## config.mk

```make
export PLATFORM = sky130hd
export DESIGN_NAME = rwct_ctrl
export DESIGN_NICKNAME = d
export VERILOG_FILES = /design/src/rtl/core/rwct_pkg.sv /design/src/rtl/core/rwct_ctrl.sv
export SDC_FILE = /design/constraint.sdc
export NUM_CORES = 1
export LEC_CHECK = 0
export BUFFER_PORTS_ARGS = -buffer_cell sky130_fd_sc_hd__clkbuf_2
export CAP_MARGIN = 30
export CORE_MARGIN = 2
export CORE_UTILIZATION = 30
export CTS_BUF_LIST = sky130_fd_sc_hd__clkbuf_8
export DETAILED_ROUTE_END_ITERATION = 10
export GPL_TIMING_DRIVEN = 0
export PLACE_DENSITY = 0.52
export REMOVE_ABC_BUFFERS = 1
export SYNTH_ARGS = -nofsm -noshare
export SYNTH_HDL_FRONTEND = slang
export SYNTH_SLANG_ARGS = --single-unit
export TNS_END_PERCENT = 20
```

## constraint.sdc

```tcl
create_clock -name clk -period 2.3 [get_ports clk]
set_input_delay 0.115 -clock clk [delete_from_list [all_inputs] [get_ports clk]]
set_output_delay 0.115 -clock clk [all_outputs]
set_load 0.02 [all_outputs]
```

## src/rtl/core/rwct_pkg.sv

```systemverilog
// Shared types and constants for the raycast wall column texturer.
// Used by the controller, datapath, divider and top level; no dependencies.
package rwct_pkg;

  localparam logic [1:0] ACT_LOAD   = 2'd0;
  localparam logic [1:0] ACT_COLUMN = 2'd1;
  localparam logic [1:0] ACT_PIXEL  = 2'd2;

  localparam logic KIND_COLUMN = 1'b0;
  localparam logic KIND_PIXEL  = 1'b1;

  localparam logic [1:0] TEX_NORTH = 2'd0;
  localparam logic [1:0] TEX_SOUTH = 2'd1;
  localparam logic [1:0] TEX_EAST  = 2'd2;
  localparam logic [1:0] TEX_WEST  = 2'd3;

  localparam int TEXTURE_COUNT = 4;
  localparam logic [23:0] HALF_MASK = 24'd8355711;
  localparam logic [10:0] SCREEN_HEIGHT_RESET = 11'd480;
  localparam logic [15:0] LINE_HEIGHT_MAX = 16'hFFFF;

  localparam int IN_W   = 152;
  localparam int OUT_W  = 64;
  localparam int DIV_NW = 25;
  localparam int DIV_DW = 24;
  localparam int DIV_CW = 5;

  typedef struct packed {
    logic load_we;
    logic pix_go;
    logic col_go;
    logic div_go;
    logic div_sel;
    logic lh_latch;
    logic step_latch;
    logic pos_latch;
    logic emit;
  } cmd_t;

  typedef struct packed {
    logic div_done;
    logic slot_free;
    logic emit_ok;
  } status_t;

endpackage

```

## src/rtl/core/rwct_ctrl.sv

```systemverilog
// Controller state machine: request decode, column sequencing, result timing.
// Depends on rwct_pkg for command and status structs.
module rwct_ctrl (
  input  logic                clk,
  input  logic                rst,
  input  logic                s_tvalid,
  input  logic [1:0]          action,
  input  rwct_pkg::status_t   status,
  output logic                s_tready,
  output rwct_pkg::cmd_t      cmd
);

  typedef enum logic [6:0] {
    S_IDLE    = 7'b0000001,
    S_LH_GO   = 7'b0000010,
    S_LH_WAIT = 7'b0000100,
    S_ST_GO   = 7'b0001000,
    S_ST_WAIT = 7'b0010000,
    S_MUL     = 7'b0100000,
    S_EMIT    = 7'b1000000
  } state_t;

  state_t state, state_next;
  logic   accept;

  assign s_tready = (state == S_IDLE) && status.slot_free;
  assign accept   = s_tvalid && s_tready;

  always_comb begin
    state_next = state;
    cmd        = '0;
    unique case (state)
      S_IDLE: begin
        if (accept) begin
          case (action)
            rwct_pkg::ACT_LOAD: cmd.load_we = 1'b1;
            rwct_pkg::ACT_COLUMN: begin
              cmd.col_go = 1'b1;
              state_next = S_LH_GO;
            end
            rwct_pkg::ACT_PIXEL: cmd.pix_go = 1'b1;
            default: ;
          endcase
        end
      end
      S_LH_GO: begin
        cmd.div_go = 1'b1;
        state_next = S_LH_WAIT;
      end
      S_LH_WAIT: begin
        if (status.div_done) begin
          cmd.lh_latch = 1'b1;
          state_next   = S_ST_GO;
        end
      end
      S_ST_GO: begin
        cmd.div_go  = 1'b1;
        cmd.div_sel = 1'b1;
        state_next  = S_ST_WAIT;
      end
      S_ST_WAIT: begin
        cmd.div_sel = 1'b1;
        if (status.div_done) begin
          cmd.step_latch = 1'b1;
          state_next     = S_MUL;
        end
      end
      S_MUL: begin
        cmd.pos_latch = 1'b1;
        state_next    = S_EMIT;
      end
      S_EMIT: begin
        if (status.emit_ok) begin
          cmd.emit   = 1'b1;
          state_next = S_IDLE;
        end
      end
      default: state_next = S_IDLE;
    endcase
  end

  always_ff @(posedge clk) begin
    if (rst) begin
      state <= S_IDLE;
    end else begin
      state <= state_next;
    end
  end

  a_emit_in_emit_state: assert property (@(posedge clk) disable iff (rst)
    cmd.emit |-> (state == S_EMIT) && status.emit_ok)
    else $error("column result emitted outside its slot");
  a_col_starts_div: assert property (@(posedge clk) disable iff (rst)
    cmd.col_go |=> cmd.div_go && !cmd.div_sel)
    else $error("column did not start line height division");
  a_done_only_waiting: assert property (@(posedge clk) disable iff (rst)
    status.div_done |-> (state == S_LH_WAIT) || (state == S_ST_WAIT))
    else $error("divider finished while no division pending");

endmodule

```

==> metrics.txt, run 1 <==
post-synth top area share 0.249; Area Growth Syn to Fin 23.4%; HP Class primary input to flip-flop; reg2reg start state[0]; unrepaired setup endpoints after global routing false; postcts setup bufs 0; Data required, critical path roughly 2.2 ns; hold_ws 0.208 ns; outcome completed; sequential share of the synthesized area 0.249; CP Capture Type output port; htree depth 1; PD cells 492 nW/um^2; Netlist cell types 38; Reg clk slew, reported paths 0.04 ns; first-pass GRT wire length 2060 um; vias in the first global route 478; port bufs 17; Netlist Area Pre-Place 562 sq um; worst-skew pair later-pin latency approximately 0.23 ns; FF-to-FF setup slack 0.60 ns; TritonCTS Buffers 3; Final #Nets 92; Tcrit/Tclk final 0.900; Starting Density 0.322; Die Area 2230 sq um; f_max 0.483 GHz; PostCTS Resize Cnt 0; CP delay by family, top simple AND/OR/NAND/NOR gates; number of synthesized register bits 7; Final Hold Fails 0; DRT iter0 DRCs 10; root buf cell clkbuf_8; DR vias/cell 5.17; top cells by area, synth dfxtp_1 25%, nor2_1 6.0%, a2111oi_2 5.3%; RD Place Congestion roughly 0.77; Max VDD drop between 0.5 and 0.6 mV; final instance area between 600 and 700 sq um; hold path cells 2; crit-path cells or4_4 -> or2_4 -> nor4_2 -> clkbuf_2; num ports 18; initial antenna violation count 0; all-layer global routing usage 0.133; Mean Syn Cell Area 8.38 sq um; worst-margin pin slew roughly 0.37 ns; WP buf/inv 1; max reg flops 7; Rel. slew slack 0.753; Top Registers state: 7 flops; worst r2r dst state[5]; routed len/inst 12.0 um; Post-DRT Antenna Nets 0; TritonCTS clock tree yes; Reg2Reg Depth 4; # rows 15; Hold EP state[3]; Synth async-reset ratio 0; TNS Setup 0 ns; Startpoint Class flip-flop; Top FF cell, synth dfxtp_1; dpl hpwl 996 um; Core Util, Final 0.397; max incr delay on CP 0.62 ns; Die Wd 47.3 um; non-filler instance count after layout 108; Sink Count 7; Post-Place Cell Area 648 sq um; Synth Instances 67; final wirelength 1290 um; Max Cap Viol 0; # placed instances 104; Setup CP Type flip-flop to output port; GRT overflow 0; Pleak 0.287 nW; die height 47.3 um; Final Critical Period 2.07 ns; Worst EP arrival 1.95 ns; router iterations before antenna repair 4; fraction of layout instances using a drive strength above 1 0.373; Post-CTS Hold Buffers 0; Post-synth EDFFs 0; # DRC 0; Core Footprint 1750 sq um; Final setup viols 0; slowest cell on the critical path or4_4; Hold Path Origin rst; pin count of the biggest net entering global routing 11; Ys Warns 0; Via Count approximately 560; Slew Viols, Final 0; clock skew approximately 0.00076 ns; Inserted Diodes 0; crit-path max FO 8; largest register by flop count state; Yosys top cell by area dfxtp_1; maximum buffer depth of the clock tree 2
## cell families after synthesis
| group | share of synthesized area |
|---|---|
| buffers and inverters | 0.0601 |
| flip-flops | 0.249 |
| XOR/XNOR | 0.0468 |
| AO/OA/AOI/OAI | 0.140 |
| AND/OR/NAND/NOR | 0.503 |
## metrics by stage
| step | worst slack [ns] | total power [W] |
|---|---|---|
| CTS | 0.241 | 0.000344 |
| global placement | 0.493 | 0.000174 |
| finish | 0.231 | 0.000341 |
| global route | 0.180 | 0.000357 |
| detailed placement | 0.485 | 0.000174 |
| floorplan | 0.500 | 0.000156 |
## routing by layer
layer  GRT usage  wire length, um
met5           0                0
met2       0.184              567
met1       0.181              638
met3      0.0731               85
met4      0.0278                0
## layout by cell type, fill, tap and decap left out, types with 2 or more instances in the layout
master     Yosys  routed
o21ai_1        2       2
nor3_1         3       3
nand3_1        2       2
inv_1          1       2
nand2b_1       2       2
clkbuf_8       0       3
a2111oi_2      2       2
nor4_1         2       2
nor2_1         9       9
xnor2_1        2       2
dfxtp_1        7       7
clkbuf_2       0      17
and2_1         3       3
nand2_1        2       2
nor4b_1        3       3
## synth_stat cells (all sizes together) (3+ instances only)
cell   instances
and2           3
nor4           3
o21ai          3
nor3           4
nor4b          3
nor2          10
dfxtp          7
buf            5
## how the worst max path moves through the flow
| stage | from | endpoint | slack, ns | depth (start not counted) |
|---|---|---|---|---|
| 5_1_grt | state[2] | cmd[8] | 0.18 | 4 |
| 4_1_cts | state[1] | cmd[8] | 0.24 | 4 |
| 3_3_place_gp | state[1] | cmd[8] | 0.49 | 4 |
| 3_5_place_dp | state[1] | cmd[8] | 0.49 | 4 |
| 2_1_floorplan | state[1] | cmd[8] | 0.50 | 3 |
| 6_report | state[1] | cmd[8] | 0.23 | 4 |
## cell type report
| type | instances | area (sq um) |
|---|---|---|
| tap | 25 | 31.3 |
| inverter | 1 | 3.75 |
| multi-input combinational | 54 | 388 |
| fill | 190 | 1050 |
| clock buffer | 3 | 41.3 |
| timing repair buffer | 17 | 85.1 |
| clock inverter | 1 | 3.75 |
| sequential | 7 | 140 |
## worst register-to-register path, delay by kind of cell, from the launching register on
family           cells  cell delay [ns]
AND/OR/NAND/NOR      3             0.88
flip-flops           1             0.37
AO/OA/AOI/OAI        1             0.35
## power by group
part	internal (W)	switching, W	total, W
clock	0.000115	0.0000537	0.000169
sequential	0.000123	0.00000275	0.000126
combinational	0.0000197	0.0000266	0.0000462
total	0.000258	0.0000830	0.000341
(Power assumes the default switching activity.)
==> inputs of run 2 (changes only) <==
--- a/config.mk
+++ b/config.mk
@@ -6,13 +6,11 @@
 export NUM_CORES = 1
 export LEC_CHECK = 0
 export BUFFER_PORTS_ARGS = -buffer_cell sky130_fd_sc_hd__clkbuf_2
-export CAP_MARGIN = 30
 export CORE_MARGIN = 2
 export CORE_UTILIZATION = 30
 export CTS_BUF_LIST = sky130_fd_sc_hd__clkbuf_8
 export DETAILED_ROUTE_END_ITERATION = 10
 export GPL_TIMING_DRIVEN = 0
-export PLACE_DENSITY = 0.52
 export REMOVE_ABC_BUFFERS = 1
 export SYNTH_ARGS = -nofsm -noshare
 export SYNTH_HDL_FRONTEND = slang
==> metrics.txt, run 2 (same netlist as run 1, synthesis figures left out) <==
htree depth 1 (unchanged); multi-input logic area 388 sq um (unchanged); HP Class primary input to flip-flop; worst-skew pair later-pin latency 0.23 ns (about the same); first-pass GRT wire length 2030 um (-1.4%); DR vias/cell 5.31 (+2.9%); router iterations before antenna repair 4 (unchanged); # fillers 175 (-7.9%); Max VDD drop 0.165 mV (-68%); postcts setup bufs 0 (unchanged); crit-path max FO 10 (+2); Data required, critical path 2.18 ns (about the same); die height 47.3 um (unchanged); final instance area 693 sq um (unchanged); final wirelength 1290 um (-0.15%); routed len/inst 11.9 um (-0.15%); Inserted Diodes 0 (unchanged); PostCTS Resize Cnt 0 (unchanged); Top Registers state: 7 flops; CP Capture Type output port; port bufs 17 (unchanged); Final Hold Fails 0 (unchanged); Sink Count 7 (unchanged); Final setup viols 0 (unchanged); most frequent cells in the layout 17 x clkbuf_2, 9 x nor2_1, 7 x dfxtp_1; slowest cell on the critical path or4_4; Area Growth Syn to Fin 23.4% (unchanged); Slew Viols, Final 0 (unchanged); Final Critical Period 2.06 ns (-0.00576 ns); num ports 18 (unchanged); outcome completed; RD Place Congestion 0.801 (+3.5%); root buf cell clkbuf_8; pin count of the biggest net entering global routing 11 (unchanged); Final #Nets 92 (unchanged); Core Footprint 1750 sq um (unchanged); Startpoint Class flip-flop; Post-Place Cell Area 648 sq um (unchanged); Setup CP Type flip-flop to output port; Die Wd 47.3 um (unchanged); pre-CTS setup slack 0.485 ns (-0.000166 ns); # DRC 0 (unchanged); Post-DRT Antenna Nets 0 (unchanged); Setup WS post-layout 0.236 ns (+0.00576 ns); all-layer global routing usage 0.133 (unchanged); fraction of layout instances using a drive strength above 1 0.373 (unchanged); Pleak 0.287 nW (unchanged); unrepaired setup endpoints after global routing false; vias in the first global route 473 (-1.0%); max reg flops 7 (unchanged); Max Cap Viol 0 (unchanged); Starting Density 0.322 (unchanged); largest register by flop count state; TNS Setup 0 ns (unchanged); Via Count 574 (+2.9%); crit-path cells or4_4 -> or2_4 -> nor4_2 -> clkbuf_2; dpl hpwl 968 um (-2.8%); max incr delay on CP 0.60 ns (-0.02 ns); PnR Total Power 0.000347 W (+1.7%); Worst EP arrival 1.95 ns (about the same); TritonCTS Buffers 3 (unchanged); Post-CTS Hold Buffers 0 (unchanged); Reg clk slew, reported paths 0.04 ns (about the same); Tcrit/Tclk final 0.897 (-0.00250); GRT overflow 0 (unchanged); worst-margin pin slew 0.364 ns (-0.00583 ns); TritonCTS clock tree yes; PD cells 501 nW/um^2 (+1.7%); Die Area 2230 sq um (unchanged); commonest non-fill, non-tap cell in the layout clkbuf_2; f_max 0.485 GHz (+0.28%); maximum buffer depth of the clock tree 2 (unchanged); Rel. slew slack 0.757 (+0.00389); # rows 15 (unchanged); register area 140 sq um (unchanged); DRT iter0 DRCs 15 (+5); initial antenna violation count 0 (unchanged); clock skew 0.00113 ns (+0.000368 ns)
-- run 2: cell counts in the layout (fill, tap and decap cells not counted) --
No cell type changed its count.
-- run 2: area by class of cell --
type / count / area share
clock inverter: 1 / 0.00542
tap: 25 / 0.0451
timing repair buffer: 17 / 0.123
inverter: 1 / 0.00542
sequential: 7 / 0.202
multi-input combinational: 54 / 0.560
clock buffer: 3 / 0.0596
-- run 2: metrics by stage --
step           hold WS, ns  std cells  utilization
2_1_floorplan        0.191         62            -
3_5_place_dp         0.451        104        0.371
3_3_place_gp         0.452        104        0.371
5_1_grt              0.236        108        0.397
6_report             0.220        108        0.397
4_1_cts              0.209        108        0.397
-- run 2: worst paths after layout --
| kind | from | to | slack [ns] | cells after the start |
|---|---|---|---|---|
| max | state[2] | cmd[8] | 0.24 | 4 |
| min reg2reg | state[1] | state[2] | 0.57 | 2 |
| max reg2reg | state[0] | state[5] | 0.59 | 4 |
| min | rst | state[5] | 0.22 | 2 |
-- run 2: power breakdown --
group	switching, W	internal [W]	total (W)
logic	0.0000264	0.0000197	0.0000461
clock network	0.0000593	0.000116	0.000175
registers	0.00000266	0.000123	0.000126
total	0.0000884	0.000259	0.000347
-- run 2: worst max-delay path: cells and delay by family, from the launching register on --
kind / cells / cell delay, ns
simple gates: 3 / 1.11
flops: 1 / 0.40
buf+inv: 1 / 0.21
-- run 2: metal layers --
layer | vias to the layer above | wire [um] | global-route usage
li1 | 281 | - | -
met5 | - | 0 | 0
met2 | 13 | 586 | 0.184
met1 | 277 | 626 | 0.179
met4 | 0 | 28 | 0.0889
met3 | 3 | 48 | 0.0346
==> inputs of run 3 (changes only) <==
--- a/config.mk
+++ b/config.mk
@@ -7,10 +7,11 @@
 export LEC_CHECK = 0
 export BUFFER_PORTS_ARGS = -buffer_cell sky130_fd_sc_hd__clkbuf_2
 export CORE_MARGIN = 2
-export CORE_UTILIZATION = 30
+export CORE_UTILIZATION = 40
 export CTS_BUF_LIST = sky130_fd_sc_hd__clkbuf_8
 export DETAILED_ROUTE_END_ITERATION = 10
 export GPL_TIMING_DRIVEN = 0
+export PLACE_DENSITY = 0.65
 export REMOVE_ABC_BUFFERS = 1
 export SYNTH_ARGS = -nofsm -noshare
 export SYNTH_HDL_FRONTEND = slang
==> metrics.txt, run 3 (same netlist as run 1, synthesis figures left out) <==
num ports 18 (unchanged); root buf cell clkbuf_8; combinational share of power 0.136 (+0.003); # rows 13 (-2); postcts setup bufs 0 (unchanged); Levels on crit path 4 (unchanged); worst-skew pair later-pin latency 0.23 ns (about the same); WP buf/inv 1 (unchanged); Final #Nets 92 (unchanged); Die Area 1720 sq um (-23%); outcome completed; Area Growth Syn to Fin 21.2%; die height 41.5 um (-12%); vias in the first global route 477 (+0.85%); reg2reg start state[0]; PostCTS Resize Cnt 0 (unchanged); final wirelength 1310 um (+1.3%); max reg flops 7 (unchanged); PnR Total Power 0.000346 W (-0.28%); CP Capture Type output port; largest register by flop count state; Max Cap Viol 0 (unchanged); Final Hold Fails 0 (unchanged); slowest cell on the critical path or4_4; Tcrit/Tclk final 0.893 (-0.00409); Slew Viols, Final 0 (unchanged); Final setup viols 0 (unchanged); Setup CP Type flip-flop to output port; clock power share 0.500 (-0.005); Top Registers state: 7 flops; maximum buffer depth of the clock tree 2 (unchanged); Flop pwr share 0.364 (about the same); unrepaired setup endpoints after global routing false; DR vias/cell 5.70 (+7.3%); crit-path max FO 8 (-2); fraction of layout instances using a drive strength above 1 0.373 (unchanged); dpl hpwl 980 um (+1.2%); worst-margin pin slew 0.352 ns (-0.0114 ns); hold_ws 0.229 ns (+0.00918 ns); Pleak 0.287 nW (unchanged); Starting Density 0.432 (+0.110); final instance area 681 sq um (-1.8%); Rel. slew slack 0.765 (+0.00762); port bufs 17 (unchanged); Die Wd 41.5 um (-12%); Startpoint Class flip-flop; Post-Place Cell Area 636 sq um (-1.9%); all-layer global routing usage 0.170 (+0.0373); Core Footprint 1300 sq um (-25%); PD cells 509 nW/um^2 (+1.6%); max incr delay on CP 0.62 ns (+0.02 ns); global route hottest layer met2; internal power 0.000259 W (about the same); Worst EP arrival 1.94 ns (about the same); CP delay by family, top simple AND/OR/NAND/NOR gates; commonest non-fill, non-tap cell in the layout clkbuf_2; # placed instances 94 (-9.6%); Reg clk slew, reported paths 0.04 ns (about the same); Psw 0.0000875 W (-0.95%); TritonCTS clock tree yes; # DRC 0 (unchanged); crit-path cells or4_4 -> or2_4 -> nor4_2 -> clkbuf_2; hold path cells 2 (unchanged); pin count of the biggest net entering global routing 11 (unchanged); DRT iter0 DRCs 8 (-7); Via Count 559 (-2.6%); Final Critical Period 2.05 ns (-0.00940 ns); htree depth 1 (unchanged); met1 track demand over resource 0.224 (+0.0451); most frequent cells in the layout 17 x clkbuf_2, 9 x nor2_1, 7 x dfxtp_1; met2 Use GR 0.250 (+0.0662); TritonCTS Buffers 3 (unchanged); Hold Path Origin rst; critical path launch point state[1]; Inserted Diodes 0 (unchanged); first-pass GRT wire length 2260 um (+11%); Post-DRT Antenna Nets 0 (unchanged); clock skew 0.000174 ns (-0.000953 ns); Data required, critical path 2.18 ns (about the same); Post-CTS Hold Buffers 0 (unchanged); non-filler instance count after layout 98 (-9.3%); GRT overflow 0 (unchanged); RD Place Congestion 0.777 (-3.0%); Max VDD drop 0.394 mV (+140%); initial antenna violation count 0 (unchanged); sw frac 0.253 (-0.00172); Sink Count 7 (unchanged); f_max 0.487 GHz (+0.46%); HP Class primary input to flip-flop; routed len/inst 13.3 um (+12%); router iterations before antenna repair 4 (unchanged); grt met3 use 0.0696 (+0.0349); TNS Setup 0 ns (unchanged); # fillers 135 (-23%); Reg2Reg Depth 4 (unchanged)
-- run 3: cell counts in the layout (fill, tap and decap cells not counted) --
Identical to the previous run, type by type.
-- run 3: layout make-up --
cell class                 instances  area (sq um)  area share
multi-input combinational         54           388       0.570
sequential                         7           140       0.206
clock buffer                       3          41.3      0.0607
tap                               15          18.8      0.0276
inverter                           1          3.75     0.00551
clock inverter                     1          3.75     0.00551
timing repair buffer              17          85.1       0.125
-- run 3: power by group through the flow --
| stage | Combinational [W] | Clock (W) | Sequential (W) |
|---|---|---|---|
| global placement | 0.0000458 | 0 | 0.000128 |
| CTS | 0.0000470 | 0.000175 | 0.000126 |
| detailed placement | 0.0000466 | 0 | 0.000128 |
| global route | 0.0000510 | 0.000181 | 0.000126 |
| floorplan | 0.0000290 | 0 | 0.000127 |
| finish | 0.0000470 | 0.000173 | 0.000126 |
-- run 3: worst reg2reg max path, stage by stage (launching register included) --
cell and delay [ns]:
dfxtp_1 0.37, or3_4 0.44, nor3_1 0.27, nand3b_1 0.17
a2111oi_2 0.35
-- run 3: per-stage QoR --
stage	worst slack, ns	utilization
3_3_place_gp	0.493	0.488
5_1_grt	0.175	0.523
4_1_cts	0.246	0.523
6_report	0.246	0.523
2_1_floorplan	0.500	-
3_5_place_dp	0.493	0.488
-- run 3: layer usage --
metal  share of wire  vias to the layer above
met3           0.047                        2
met1            0.46                      263
li1                -                      286
met5               0                        -
met2            0.48                        8
met4          0.0054                        0
-- run 3: final timing paths --
path / slack, ns / to
worst min register to register: 0.56 / state[2]
worst max register to register: 0.60 / state[5]
worst min-delay path: 0.23 / state[5]
worst max-delay path: 0.25 / cmd[8]
